File: config.mk
export PLATFORM = sky130hd
export DESIGN_NAME = netconf_message_deframer
export DESIGN_NICKNAME = d
export VERILOG_FILES = /design/src/design/ncdf_pkg.sv /design/src/design/ncdf_result_queue.sv /design/src/design/netconf_message_deframer.sv
export SDC_FILE = /design/constraint.sdc
export NUM_CORES = 1
export LEC_CHECK = 0
export BUFFER_PORTS_ARGS = -buffer_cell sky130_fd_sc_hd__buf_4
export CAP_MARGIN = 20
export CORE_MARGIN = 2
export CORE_UTILIZATION = 35
export CTS_CLUSTER_DIAMETER = 60
export DETAILED_ROUTE_END_ITERATION = 16
export PLACE_DENSITY = 0.62
export SYNTH_ARGS = -nofsm -noshare
export SYNTH_HDL_FRONTEND = slang
export SYNTH_SLANG_ARGS = --single-unit
File: constraint.sdc
create_clock -name i_clk -period 3.2 [get_ports i_clk]
set_input_delay 0.16 -clock i_clk [delete_from_list [all_inputs] [get_ports i_clk]]
set_output_delay 0.16 -clock i_clk [all_outputs]
set_load 0.02 [all_outputs]
File: src/design/ncdf_pkg.sv
// Shared types, constants and the delimiter match function of the message deframer.
package ncdf_pkg;

    localparam int SIZE_BITS   = 32;
    localparam int TAG_LEN     = 6;
    localparam int MAX_RESULTS = 6;

    localparam logic [7:0] CH_LF      = 8'h0A;
    localparam logic [7:0] CH_HASH    = 8'h23;
    localparam logic [7:0] CH_ZERO    = 8'h30;
    localparam logic [7:0] CH_NINE    = 8'h39;
    localparam logic [7:0] CH_BRACKET = 8'h5D;
    localparam logic [7:0] CH_GT      = 8'h3E;

    localparam logic [7:0] END_TAG [TAG_LEN] = '{
        CH_BRACKET, CH_BRACKET, CH_GT, CH_BRACKET, CH_BRACKET, CH_GT
    };

    localparam logic REG_FRAMING_MODE = 1'b0;

    typedef enum logic [1:0] {
        ERR_NONE      = 2'd0,
        ERR_ZERO_SIZE = 2'd1,
        ERR_NO_CHUNK  = 2'd2,
        ERR_OVERFLOW  = 2'd3
    } t_err;

    typedef struct packed {
        logic [7:0] data_byte;
        logic       data_valid;
        logic       message_end;
        t_err       error_code;
    } t_result;

    // Longest delimiter prefix that is a suffix of the held prefix followed by the new byte.
    function automatic logic [2:0] tag_fallback(input logic [2:0] held, input logic [7:0] b);
        logic [2:0] k;
        k = 3'd0;
        case (held)
            3'd0: k = (b == CH_BRACKET) ? 3'd1 : 3'd0;
            3'd1: k = (b == CH_BRACKET) ? 3'd2 : 3'd0;
            3'd2: begin
                if (b == CH_GT) begin
                    k = 3'd3;
                end else if (b == CH_BRACKET) begin
                    k = 3'd2;
                end
            end
            3'd3: k = (b == CH_BRACKET) ? 3'd4 : 3'd0;
            3'd4: k = (b == CH_BRACKET) ? 3'd5 : 3'd0;
            3'd5: begin
                if (b == CH_GT) begin
                    k = 3'd6;
                end else if (b == CH_BRACKET) begin
                    k = 3'd2;
                end
            end
            default: k = 3'd0;
        endcase
        return k;
    endfunction

endpackage

File: src/design/ncdf_result_queue.sv
// Result buffer for all results of one byte; hands one out per cycle unless stalled.
module ncdf_result_queue (
    input  logic                                              i_clk,
    input  logic                                              i_rst_n,
    input  logic                                              i_load,
    input  logic [2:0]                                        i_num,
    input  ncdf_pkg::t_result [ncdf_pkg::MAX_RESULTS-1:0]     i_items,
    output logic                                              o_free,
    output logic                                              o_out_valid,
    input  logic                                              i_out_stall,
    output ncdf_pkg::t_result                                 o_item,
    output logic                                              o_last
);
    import ncdf_pkg::*;

    t_result [MAX_RESULTS-1:0] r_items;
    logic [2:0]                r_num;
    logic [2:0]                r_pos;
    logic                      fire;

    assign o_out_valid = (r_num != 3'd0);
    assign o_item      = r_items[r_pos];
    assign o_last      = (r_pos == r_num - 3'd1);
    assign fire        = o_out_valid && !i_out_stall;
    assign o_free      = !o_out_valid || (fire && o_last);

    always_ff @(posedge i_clk) begin
        if (!i_rst_n) begin
            r_num <= 3'd0;
            r_pos <= 3'd0;
        end else if (i_load) begin
            r_num <= i_num;
            r_pos <= 3'd0;
        end else if (fire) begin
            if (o_last) begin
                r_num <= 3'd0;
                r_pos <= 3'd0;
            end else begin
                r_pos <= r_pos + 3'd1;
            end
        end
    end

    always_ff @(posedge i_clk) begin
        if (i_load) begin
            r_items <= i_items;
        end
    end

    a_pos_in_range: assert property (@(posedge i_clk) disable iff (!i_rst_n)
        (r_num != 3'd0) |-> (r_pos < r_num))
        else $error("result position beyond stored count");

    a_num_bound: assert property (@(posedge i_clk) disable iff (!i_rst_n)
        r_num <= 3'(MAX_RESULTS))
        else $error("result count above maximum");

    a_load_when_free: assert property (@(posedge i_clk) disable iff (!i_rst_n)
        i_load |-> o_free)
        else $error("results loaded over undelivered results");

endmodule

File: src/design/netconf_message_deframer.sv
// Top level of the NETCONF message deframer: byte input, framing state and config port.
//
// Received bytes enter on i_in_valid/i_rx_byte and are taken at an edge where o_in_stall
// is low. Results leave on o_out_valid with o_data_byte, o_data_valid, o_message_end,
// o_error_code and o_last_result; the receiver holds them with i_out_stall.
// A byte is registered on entry, then decoded from the input register into a result
// buffer of up to six results, which it enters once the buffer is free.
// One byte per cycle is sustained while each byte gives at most one result and no stall
// comes; a byte that releases held delimiter bytes holds the buffer until its results
// drain, one per cycle unless stalled. Bytes that give no result leave the buffer free.
// While the receiver stalls, the buffer holds and the input register fills, after which
// o_in_stall rises. No item is lost or repeated.
// Reset selects end-tag framing, clears all framing state and empties both registers.
// Writing framing_mode at address 0 of the APB port clears the framing state as reset does.
module netconf_message_deframer (
    input  logic        i_clk,
    input  logic        i_rst_n,
    input  logic        i_in_valid,
    output logic        o_in_stall,
    input  logic [7:0]  i_rx_byte,
    output logic        o_out_valid,
    input  logic        i_out_stall,
    output logic [7:0]  o_data_byte,
    output logic        o_data_valid,
    output logic        o_message_end,
    output logic [1:0]  o_error_code,
    output logic        o_last_result,
    input  logic        psel,
    input  logic        penable,
    input  logic        pwrite,
    input  logic [2:0]  paddr,
    input  logic [31:0] pwdata,
    output logic [31:0] prdata,
    output logic        pready
);
    import ncdf_pkg::*;

    typedef enum logic [2:0] {
        PH_HUNT_LF    = 3'd0,
        PH_HUNT_HASH  = 3'd1,
        PH_HDR_FIRST  = 3'd2,
        PH_HDR_DIGITS = 3'd3,
        PH_HDR_SKIP   = 3'd4,
        PH_HDR_END    = 3'd5,
        PH_DATA       = 3'd6,
        PH_OVF        = 3'd7
    } t_phase;

    logic                      r_mode;
    t_phase                    r_phase,     n_phase;
    logic [2:0]                r_tag_cnt,   n_tag_cnt;
    logic [SIZE_BITS-1:0]      r_size_acc,  n_size_acc;
    logic [SIZE_BITS-1:0]      r_remaining, n_remaining;
    logic                      r_chunk_seen, n_chunk_seen;
    logic                      r_in_vld;
    logic [7:0]                r_in_byte;

    logic                      cfg_write;
    logic                      q_free;
    logic                      move;
    logic [2:0]                res_num;
    t_result [MAX_RESULTS-1:0] res_items;
    t_result                   out_item;

    logic [2:0]                held;
    logic [2:0]                keep;
    logic [2:0]                ndata;
    logic                      is_digit;
    logic [SIZE_BITS+3:0]      size_next;
    logic [SIZE_BITS-1:0]      rem_dec;

    assign pready    = 1'b1;
    assign prdata    = (paddr[2] == REG_FRAMING_MODE) ? {31'd0, r_mode} : 32'd0;
    assign cfg_write = psel && penable && pwrite && (paddr[2] == REG_FRAMING_MODE);

    assign move       = r_in_vld && q_free;
    assign o_in_stall = r_in_vld && !q_free;

    assign held      = (r_tag_cnt >= 3'(TAG_LEN)) ? 3'd0 : r_tag_cnt;
    assign keep      = tag_fallback(held, r_in_byte);
    assign ndata     = held + 3'd1 - keep;
    assign is_digit  = r_in_byte inside {[CH_ZERO:CH_NINE]};
    assign size_next = ({4'd0, r_size_acc} << 3) + ({4'd0, r_size_acc} << 1)
                     + {{SIZE_BITS{1'b0}}, r_in_byte[3:0]};
    assign rem_dec   = (r_remaining != '0) ? r_remaining - SIZE_BITS'(1) : '0;

    always_comb begin
        n_phase      = r_phase;
        n_tag_cnt    = r_tag_cnt;
        n_size_acc   = r_size_acc;
        n_remaining  = r_remaining;
        n_chunk_seen = r_chunk_seen;
        res_num      = 3'd0;
        res_items    = '0;

        if (!r_mode) begin
            if (keep == 3'(TAG_LEN)) begin
                res_items[0].message_end = 1'b1;
                res_num   = 3'd1;
                n_tag_cnt = 3'd0;
            end else begin
                for (int i = 0; i < MAX_RESULTS; i++) begin
                    if (3'(i) < ndata) begin
                        res_items[i].data_valid = 1'b1;
                        res_items[i].data_byte  = (3'(i) < held) ? END_TAG[i] : r_in_byte;
                    end
                end
                res_num   = ndata;
                n_tag_cnt = keep;
            end
        end else begin
            case (r_phase)
                PH_HUNT_LF: begin
                    if (r_in_byte == CH_LF) begin
                        n_phase = PH_HUNT_HASH;
                    end
                end
                PH_HUNT_HASH: begin
                    if (r_in_byte == CH_HASH) begin
                        n_size_acc = '0;
                        n_phase    = PH_HDR_FIRST;
                    end else if (r_in_byte != CH_LF) begin
                        n_phase = PH_HUNT_LF;
                    end
                end
                PH_HDR_FIRST, PH_HDR_DIGITS, PH_HDR_SKIP: begin
                    if (r_in_byte == CH_LF) begin
                        if (r_size_acc == '0) begin
                            res_items[0].error_code = ERR_ZERO_SIZE;
                            res_num      = 3'd1;
                            n_chunk_seen = 1'b0;
                            n_phase      = PH_HUNT_LF;
                        end else begin
                            n_remaining  = r_size_acc;
                            n_chunk_seen = 1'b1;
                            n_phase      = PH_DATA;
                        end
                        n_size_acc = '0;
                    end else if (r_phase == PH_HDR_FIRST && r_in_byte == CH_HASH) begin
                        n_phase = PH_HDR_END;
                    end else if (r_phase != PH_HDR_SKIP && is_digit) begin
                        if (size_next[SIZE_BITS+3:SIZE_BITS] != 4'd0) begin
                            n_size_acc = '0;
                            n_phase    = PH_OVF;
                        end else begin
                            n_size_acc = size_next[SIZE_BITS-1:0];
                            n_phase    = PH_HDR_DIGITS;
                        end
                    end else begin
                        n_phase = PH_HDR_SKIP;
                    end
                end
                PH_HDR_END: begin
                    if (r_in_byte == CH_LF) begin
                        if (r_chunk_seen) begin
                            res_items[0].message_end = 1'b1;
                        end else begin
                            res_items[0].error_code = ERR_NO_CHUNK;
                        end
                        res_num      = 3'd1;
                        n_chunk_seen = 1'b0;
                        n_phase      = PH_HUNT_LF;
                    end else begin
                        n_size_acc = '0;
                        n_phase    = PH_HDR_SKIP;
                    end
                end
                PH_DATA: begin
                    res_items[0].data_valid = 1'b1;
                    res_items[0].data_byte  = r_in_byte;
                    res_num     = 3'd1;
                    n_remaining = rem_dec;
                    if (rem_dec == '0) begin
                        n_phase = PH_HUNT_LF;
                    end
                end
                default: begin
                    if (r_in_byte == CH_LF) begin
                        res_items[0].error_code = ERR_OVERFLOW;
                        res_num      = 3'd1;
                        n_chunk_seen = 1'b0;
                        n_size_acc   = '0;
                        n_phase      = PH_HUNT_LF;
                    end
                end
            endcase
        end
    end

    always_ff @(posedge i_clk) begin
        if (!i_rst_n) begin
            r_mode       <= 1'b0;
            r_phase      <= PH_HUNT_LF;
            r_tag_cnt    <= 3'd0;
            r_size_acc   <= '0;
            r_remaining  <= '0;
            r_chunk_seen <= 1'b0;
        end else if (cfg_write) begin
            r_mode       <= pwdata[0];
            r_phase      <= PH_HUNT_LF;
            r_tag_cnt    <= 3'd0;
            r_size_acc   <= '0;
            r_remaining  <= '0;
            r_chunk_seen <= 1'b0;
        end else if (move) begin
            r_phase      <= n_phase;
            r_tag_cnt    <= n_tag_cnt;
            r_size_acc   <= n_size_acc;
            r_remaining  <= n_remaining;
            r_chunk_seen <= n_chunk_seen;
        end
    end

    always_ff @(posedge i_clk) begin
        if (!i_rst_n) begin
            r_in_vld <= 1'b0;
        end else if (!o_in_stall) begin
            r_in_vld <= i_in_valid;
        end
    end

    always_ff @(posedge i_clk) begin
        if (!o_in_stall && i_in_valid) begin
            r_in_byte <= i_rx_byte;
        end
    end

    ncdf_result_queue u_queue (
        .i_clk       (i_clk),
        .i_rst_n     (i_rst_n),
        .i_load      (move),
        .i_num       (res_num),
        .i_items     (res_items),
        .o_free      (q_free),
        .o_out_valid (o_out_valid),
        .i_out_stall (i_out_stall),
        .o_item      (out_item),
        .o_last      (o_last_result)
    );

    assign o_data_byte   = out_item.data_byte;
    assign o_data_valid  = out_item.data_valid;
    assign o_message_end = out_item.message_end;
    assign o_error_code  = out_item.error_code;

    a_tag_cnt_bound: assert property (@(posedge i_clk) disable iff (!i_rst_n)
        r_tag_cnt < 3'(TAG_LEN))
        else $error("delimiter match count reached full length without clearing");

    a_data_has_bytes: assert property (@(posedge i_clk) disable iff (!i_rst_n)
        (r_phase == PH_DATA) |-> (r_remaining != '0))
        else $error("chunk data phase with no bytes remaining");

    a_chunked_no_tag: assert property (@(posedge i_clk) disable iff (!i_rst_n)
        r_mode |-> (r_tag_cnt == 3'd0))
        else $error("delimiter match held in chunked mode");

endmodule

Word level (Yosys, flattened, before mapping). Index checks and enable logic that the tools add are counted.

$add $sub $neg: 7. Magnitude comparators: 16. Eq/ne operators: 28. Mux-type cells: 74. Bitwise operators: 10. Reduce and logical (&&, ||, !) cells: 51.

Operator list (number): $mux W32 (10); $pmux W32 S4 (1); $mux W3 (23); $logic_not A32 Y1 (2); $pmux W32 S2 (1); $add A35 B33 Y36 (1); $add A36 B4 Y36 (1); $bmux W12 S3 (1); $reduce_bool A32 Y1 (1); $sub A32 B1 Y32 const B (1); $mux W9 (3); $mux W7 (3); $reduce_or A3 Y1 (7); $reduce_or A4 Y1 (5); $eq A3 B3 Y1 const B (6); $mux W1 (18); $pmux W3 S6 (1); $eq A8 B6 Y1 const B (2); $pmux W3 S5 (1); $eq A3 B2 Y1 const B (4); $lt A1 B3 Y1 const A (4); $lt A2 B3 Y1 const A (4); $lt A3 B3 Y1 const A (4); $mux W12 (1); 36 further kinds (81).

Register bits after elaboration: 144. Input bits: 50. Output and inout port bits: 48. Word-level logic and storage cells: 215.

Depth between registers and ports, before layout. Gate-level depths: netlist of run 1.

Depth in word-level cells: 9. Gate-level depth with buffers: 15. Mapped depth without buffers: 14.

By module. A second synthesis of run 1 with hierarchy kept.

Cell total of the unflattened synthesis: 1191. Area total of the unflattened synthesis: 10882.9 µm².

By module, submodules not included: netconf_message_deframer (times used 1, cells each 1019, area an instance 7751.2 µm², seq. area each 1701.6 µm²); ncdf_result_queue (times used 1, cells each 172, area an instance 3131.8 µm², seq. area each 2282.2 µm²).

Worst setup path after synthesis of run 1. No wires, ideal clock.

Path type: reg2reg. Start: reg r_in_byte[3]. End: reg r_size_acc[9]. Library setup time: 0.069 ns. Arrival: 3.460 ns. Required time: 3.131 ns. Path slack: -0.329 ns. Cell stages (with the launch flop): 13. Path buffers: 1. Clock period less this slack: 3.529 ns. Cells stage by stage: edfxtp_1 inv_1 fa_1 fa_1 nand2b_1 a21oi_1 o21ai_0 a211oi_1 a2bb2oi_1 xor2_1 or4b_1 buf_2 o21ai_1.

Longest elaborated chain between the ends: 7. Elaborated cells between the ends (all ways): 20. Classes of those cells: add/sub: 1; order compare: 2; eq/ne: 6; mux: 5; reduce/logical: 6.

Ends and longest elaborated chain: from (decl) (RTL line netconf_message_deframer.sv:56) `logic [7:0] r_in_byte;`; from (signal assigned) (RTL line netconf_message_deframer.sv:224) `r_in_byte <= i_rx_byte;`; $add A36 B4 Y36 (RTL line netconf_message_deframer.sv:84) `+ {{SIZE_BITS{1'b0}}, r_in_byte[3:0]};`; $reduce_bool A4 Y1 (RTL line netconf_message_deframer.sv:142) `if (size_next[SIZE_BITS+3:SIZE_BITS] != 4'd0) begin`; $mux W32 (RTL line netconf_message_deframer.sv:142); $mux W32 (RTL line netconf_message_deframer.sv:141) `end else if (r_phase != PH_HDR_SKIP && is_digit) begin`; $mux W32 (RTL line netconf_message_deframer.sv:139) `end else if (r_phase == PH_HDR_FIRST && r_in_byte == CH_HASH) begin`; $mux W32 (RTL line netconf_message_deframer.sv:127) `if (r_in_byte == CH_LF) begin`; $pmux W32 S4 (RTL line netconf_message_deframer.sv:112) `case (r_phase)`; to (signal assigned) (RTL line netconf_message_deframer.sv:208) `r_size_acc <= n_size_acc;`; to (decl) (RTL line netconf_message_deframer.sv:52) `logic [SIZE_BITS-1:0] r_size_acc, n_size_acc;`.

Parallel ways exist; a longest one is shown, timed or not. The select of a mux whose other input is x is not followed. A chain may end at the register's enable or synchronous reset.

Worst setup path after layout of run 1.
Start: reg r_in_byte[3]. End: reg r_size_acc[19].

Same word-level chain as after synthesis.

==> metrics, run 1 <==
status=complete, but fails checks; failing checks=negative setup slack; TritonCTS clock tree=done; CP Max Fanout=11; 1st-iter DRT viols=674; placed insts=1,685; fraction of layout cells with a size suffix above 1=24.8%; Worst VDD drop=331 µV; TritonRoute pass-1 iters=7; Rel. slew slack=28.8%; Reg-to-Reg Start=r_in_byte[3]; NetSw=1090 µW; synthesized area=10,300 µm²; Hold Path Depth=3; Critical-path top delay cell=or4b_4; hold endpoint=r_mode; clock sink count=144; DIE HEIGHT=175 µm; Routability Congestion=0.925; YS warnings=0; Most used DFF post-synth=dfxtp_1; Final Cell Area=13,000 µm²; TritonCTS buffer count=17; initial core utilization=35.7%; register area share after synthesis=34.4%; RSZ-0062 raised after global routing=yes; max-cap check violation count=0; grt ovf=0; DRC violations left=0; Area Overhead vs Synth=26.4%; Max Root-Sink Buffers=2; Worst EP required=3560 ps; Final Skew=15.3 ps; hpwl dp=21,500 µm; Mapped Avg Cell Area=8.73 µm²; via count=9,619; wire length per cell=17.0 µm; CP top delay family=compound AO/OA/AOI/OAI gates; number of vias per cell=5.54; via count of the first global-routing pass=9,045; PD cells=321 nW/µm²; crit path time final=3410 ps; initial antenna violation count=0; CTS Root Buffer Type=clkbuf_16; Crit. End Element=flip-flop; fillers=2,773; worst setup margin=-206 ps; Logic pwr share=6.4%; worst-case reg-to-reg path depth=12; switch share=26.2%; H-tree level count=4; Crit Reg-Reg Endpoint=r_size_acc[19]; crit-path max cell delay=670 ps; Synth Instances=1,176; final slew viol count=0; Tcrit/Tclk final=106%; CP Launch Type=flip-flop; number of failing hold endpoints at the final stage=0; Setup TNS=-5620 ps; cell breakdown of the critical path=inv_2 -> fa_1 -> fa_2 -> nand2b_4 -> a21oi_4 -> o2111ai_2 -> a31oi_4 -> a21bo_1 -> xor2_1 -> or4b_4 -> clkbuf_16 -> o21ai_1; Yosys reg bits=144; first-pass GRT wire length=46,600 µm; Cell variety after synth=88; final instance count without filler cells=1,737; chip width=175 µm; Post-synth EDFFs=65; post-layout util=45.1%; FMAX=0.294 GHz; Routed Wire Length=29,500 µm; area occupied by multi-input gates=6460 µm²; WS Path Type=reg -> reg; Worst Tran Pin Value=1060 ps; cell row count=62; asr flop ratio synth=0%; worst hold start=pwdata[0]; Flop pwr share=47.5%; Skew-Pair Late Insertion Delay=430 ps; Die Area=30,700 µm²; Data arrival, critical path=3760 ps; Placed Area=11,900 µm²; Worst-path clk slew=60 ps; largest net degree at the start of global routing=58; # nets final=1,466; Core Box Area=28,800 µm²; CP Buf/Inv Count=2; I/O pin total=98; Final Setup Violations=32; flop-to-flop setup slack=-210 ps; leakage=0.00550 µW; Total GRT Usage=18.7%; Internal=3080 µW; Port Buf Inserts=32; Clk pwr share=46.1%; worst hold path type=in -> reg; antenna cell count=0; DRT antenna net count=0; FF/Latch Area=3530 µm²; worst setup path startpoint=r_in_byte[3]
==> how the worst max path moves through the flow <==
stage	to	slack, ps	cells past startpoint
floorplan	r_size_acc[11]	-3	13
global placement	r_size_acc[30]	-200	11
detailed placement	r_size_acc[22]	-230	11
CTS	r_size_acc[9]	-140	13
global route	r_size_acc[11]	-320	12
finish	r_size_acc[19]	-210	12
==> synth_stat cells, types with 7 or more instances <==
library cell / instances / share of area, %
a211oi_1: 26 / 1.9
a21o_1: 19 / 1.4
a21oi_1: 67 / 3.3
a22oi_1: 14 / 1.0
a31oi_1: 11 / 0.67
and2_1: 18 / 1.1
and3_1: 21 / 1.3
buf_4: 32 / 2.3
clkbuf_1: 55 / 2.0
dfxtp_1: 79 / 15
edfxtp_1: 65 / 19
ha_1: 74 / 9.0
inv_1: 50 / 1.8
mux2i_1: 14 / 1.4
mux4_2: 9 / 2.0
nand2_1: 113 / 4.1
nand2b_1: 10 / 0.61
nand3_1: 19 / 0.93
nand4_1: 23 / 1.4
nor2_1: 82 / 3.0
nor2b_1: 10 / 0.61
nor3_1: 25 / 1.2
nor3b_1: 10 / 0.73
nor4_1: 25 / 1.5
o211ai_1: 10 / 0.73
o21a_1: 12 / 0.88
o21ai_0: 50 / 2.4
o21ai_1: 34 / 1.7
o22ai_1: 12 / 0.73
o31ai_1: 17 / 1.2
or3_1: 7 / 0.43
xnor2_1: 21 / 1.8
xor2_1: 22 / 1.9
==> stage by stage <==
stage / hold WS, ps / total power (µW) / setup slack [ps]
after floorplan: 259 / 2210 / -2.67
after global placement: 341 / 2270 / -201
after detailed placement: 340 / 2270 / -229
after CTS: 6.29 / 4190 / -141
after global routing: 39.1 / 4300 / -316
final: 21.1 / 4170 / -206
==> layout make-up <==
class / count / share of cell area, %
inverters: 52 / 1.50
repair buffers: 218 / 13.6
well taps: 384 / 3.70
flip-flops and latches: 144 / 27.2
clock buffers: 17 / 3.28
clock inverters: 15 / 0.954
multi-input cells: 907 / 49.8
==> what timing repair did <==
item / in CTS / in global routing
pin swaps: 3 / 6
hold buffers: 11 / 0
buffers inserted: 1 / 5
endpoints found under the hold margin: 10 / 0
gates cloned: 0 / 3
resized for setup: 12 / 57
setup endpoints to repair: 44 / 77
==> state kept, by name, summed over array words and instances, names as in the netlist <==
register         flops
r_chunk_seen         1
r_in_byte            8
r_in_vld             1
r_mode               1
r_phase              3
r_remaining         32
r_size_acc          32
r_tag_cnt            3
u_queue.r_items     57
u_queue.r_num        3
u_queue.r_pos        3
==> layer usage <==
layer  vias to the layer above  routed length [µm]  track usage [%]
li1                       4649                   -                -
met1                      4656               12800             23.9
met2                       270               14600             32.4
met3                        44                1380             2.58
met4                         0                 708             6.11
met5                         -                   0                0
==> kinds of logic after synthesis <==
family	Yosys count	synth area share (%)
other	2	0.0731
buffers and inverters	155	7.41
adder cells (fa/ha/maj)	76	9.41
XOR/XNOR	44	3.89
multiplexers	23	3.34
AO/OA/AOI/OAI	335	21.6
flip-flops	144	34.4
AND/OR/NAND/NOR	397	19.9
==> worst min-delay path, delay by kind of cell <==
| kind | cells | cell delay [ps] |
|---|---|---|
| and+or+nand+nor | 1 | 100 |
| buffers and inverters | 1 | 80 |
| muxes | 1 | 50 |
==> cells in the final DEF (no fill, tap or decap), types with 21 or more instances in the layout <==
| master | synthesis | layout |
|---|---|---|
| edfxtp_1 | 65 | 65 |
| buf_4 | 32 | 198 |
| nor3_1 | 25 | 24 |
| inv_1 | 50 | 46 |
| nand2_1 | 113 | 110 |
| nand4_1 | 23 | 23 |
| xor2_1 | 22 | 21 |
| ha_1 | 74 | 71 |
| o21ai_0 | 50 | 47 |
| conb_1 | 2 | 32 |
| a21oi_1 | 67 | 63 |
| nor2_1 | 82 | 80 |
| dfxtp_1 | 79 | 78 |
==> power by group through the flow <==
| stage | logic (µW) | clock network [µW] | registers, µW |
|---|---|---|---|
| after floorplan | 188 | 0 | 2020 |
| after global placement | 245 | 0 | 2020 |
| after detailed placement | 248 | 0 | 2020 |
| after CTS | 260 | 1950 | 1980 |
| after global routing | 288 | 2020 | 1980 |
| final | 265 | 1920 | 1980 |
(Power assumes the default switching activity.)
==> run 2: changes to the inputs <==
- ABC_AREA: default -> 1
- CORE_UTILIZATION: 35 -> 55
- PLACE_DENSITY: 0.62 -> 0.85
==> metrics, run 2 <==
Die Area=21,300 µm² (-31%); fillers=1,675 (-40%); Final Skew=8.98 ps (-6.35 ps); FMAX=0.315 GHz (+7.3%); WS Path Type=reg -> reg; Area Overhead vs Synth=12.8%; crit path time final=3180 ps (-230 ps); Synth area leader=edfxtp_1; H-tree level count=4 (unchanged); Skew-Pair Late Insertion Delay=440 ps (about the same); Total GRT Usage=28.1% (+9.4 points); Cell variety after synth=55 (-38%); cell with the most instances after synthesis=nand2_1; initial antenna violation count=0 (unchanged); DRC violations left=0 (unchanged); Most used DFF post-synth=dfxtp_1; wire length per cell=16.0 µm (-5.6%); I/O pin total=98 (unchanged); PD cells=375 nW/µm² (+17%); cell row count=51 (-18%); Yosys reg bits=144 (unchanged); CTS Root Buffer Type=clkbuf_16; Worst-path clk slew=70 ps (about the same); status=completed; 1st-iter DRT viols=994 (+47%); Routed Wire Length=31,100 µm (+5.6%); post-layout util=63.7% (+19 points); CP Launch Type=flip-flop; first-pass GRT wire length=49,400 µm (+6.0%); Routability Congestion=1.01 (+9.3%); crit-path most repeated cell=nand2_1; # nets final=1,791 (+22%); Max Root-Sink Buffers=2 (unchanged); leading cell type in the layout, fill and taps excluded=nand2_1; biggest regs=u_queue.r_items (57), r_remaining (32), r_size_acc (32); TritonCTS buffer count=17 (unchanged); cell breakdown of the critical path=nor4_4 -> nand2_2 -> nand2_1 -> nand2_1 -> o31ai_2 -> nand2_1 -> inv_1 -> ha_1 -> inv_1 -> ha_1 -> xnor2_2 -> inv_1 -> nand2_2 -> nand2_4 -> inv_4 -> nand2_2 -> nand2_4 -> o21ai_4 -> nand2_1 -> nand2_1; leakage=0.00605 µW (+10%); asr flop ratio synth=0% (unchanged); Setup TNS=0 ps (+5620 ps); initial core utilization=56.5% (+21 points); Critical-path top delay cell=edfxtp_1; register area share after synthesis=31.9% (-2.5 points); top-area cell type share of the netlist area=17.6% (-1.4 points); Core Box Area=19,600 µm² (-32%); Worst Tran Pin Value=850 ps (-213 ps); via count of the first global-routing pass=10,200 (+13%); fraction of layout cells with a size suffix above 1=11.5% (-13 points); number of vias per cell=5.72 (+3.3%); CP top delay family=simple AND/OR/NAND/NOR gates; Tcrit/Tclk final=99.2% (-7.2 points); CP Buf/Inv Count=4 (+2); largest cells by area after synthesis=edfxtp_1 18%, dfxtp_1 14%, nand2_1 13%, ha_1 8.4%, a21oi_1 6.5%; DRT antenna net count=0 (unchanged); worst hold path type=in -> reg; Largest Register=u_queue.r_items; Crit. End Element=flip-flop; clock sink count=144 (unchanged); max reg flops=57 (unchanged); max-cap check violation count=0 (unchanged); DIE HEIGHT=146 µm (-17%); Synth Instances=1,604 (+36%); YS warnings=0 (unchanged); crit-path max cell delay=510 ps (-160 ps); Port Buf Inserts=32 (unchanged); CP Max Fanout=6 (-5); hpwl dp=22,300 µm (+3.7%); placed insts=1,888 (+12%); worst setup margin=24.8 ps (+230 ps); synthesized area=11,100 µm² (+7.8%); grt ovf=0 (unchanged); Data arrival, critical path=3360 ps (-400 ps); Post-synth EDFFs=65 (unchanged); via count=11,100 (+16%); antenna cell count=0 (unchanged); pre-CTS WS=170 ps (+399 ps); chip width=146 µm (-17%); synth cell count leaders=395 x nand2_1, 188 x nor2_1, 161 x inv_1; Rel. slew slack=42.7% (+14 points); Mapped Avg Cell Area=6.90 µm² (-21%); Final Setup Violations=0 (-100%); TritonCTS clock tree=done; TritonRoute pass-1 iters=6 (-1); final instance count without filler cells=1,943 (+12%); final slew viol count=0 (unchanged); commonest cells after routing, fill and taps aside=391 x nand2_1, 185 x nor2_1, 160 x inv_1; Worst VDD drop=277 µV (-16%); largest net degree at the start of global routing=59 (+1.7%); number of failing hold endpoints at the final stage=0 (unchanged); Worst EP required=3380 ps (-180 ps)
run 2: changes by cell type in the layout (fill, tap and decap cells not counted), moves of 17 or more:
cell / before / now
nand2_1: 110 / 391
buf_4: 198 / 76
and2_1: 18 / 1
a21oi_1: 63 / 139
inv_1: 46 / 160
nor2_1: 80 / 185
and3_1: 20 / 2
nand3_1: 19 / 101
o21ai_0: 47 / 106
run 2: layout make-up:
| cell class | instances | area (µm²) | area share, % |
|---|---|---|---|
| Clock inverter | 15 | 215 | 1.73 |
| Timing Repair Buffer | 89 | 736 | 5.90 |
| Tap cell | 265 | 332 | 2.66 |
| Clock buffer | 17 | 425 | 3.41 |
| Multi-Input combinational cell | 1233 | 6550 | 52.5 |
| Inverter | 180 | 686 | 5.50 |
| Sequential cell | 144 | 3530 | 28.3 |
run 2: what timing repair did:
action                                  in CTS  in global routing
hold endpoints to repair                     9                  0
endpoints found under the setup margin       0                 77
buffers inserted                             0                 12
resized for setup                            0                 27
hold buffers                                10                  0
run 2: final timing paths:
kind | startpoint | end | slack (ps) | depth (start not counted)
max | r_in_byte[5] | u_queue.r_items[4] | 20 | 20
min | i_rst_n | u_queue.r_pos[1] | 30 | 3
max reg2reg | r_in_byte[5] | u_queue.r_items[4] | 20 | 20
min reg2reg | u_queue.r_pos[2] | u_queue.r_pos[2] | 480 | 1
run 2: cells by family after synthesis:
logic type,count (synthesis),share of synthesized area [%]
adder cells (fa/ha/maj),76,8.73
XOR/XNOR,37,2.93
other,2,0.0679
flip-flops,144,31.9
AO/OA/AOI/OAI,301,14.7
AND/OR/NAND/NOR,787,31.0
buffers and inverters,257,10.7
run 2: where the power goes:
part           total, µW  switching, µW  internal (µW)
Clock               2180            908           1270
Sequential          2030           27.6           2000
Combinational        470            321            148
run 2: layer usage:
layer  global-route usage, %  share of wire, %  vias up
met1                    38.2                43     5123
met4                    10.6               2.6        0
met3                    4.36               7.9       72
met5                       0                 0        -
li1                        -                 -     5385
met2                    45.2                46      538
run 2: per-stage QoR:
step / total power, µW / hold slack, ps / instance area, µm²
3_5_place_dp: 2490 / 340 / 11500
4_1_cts: 4630 / 17.8 / 12300
3_3_place_gp: 2480 / 339 / 11500
5_1_grt: 4790 / 41.1 / 12500
2_1_floorplan: 2370 / 259 / 11200
6_report: 4680 / 27.5 / 12500
run 2: worst min-delay path, stage by stage:
cell and delay (ps):
buf_4 100, nand2_1 70, nor2_1 90
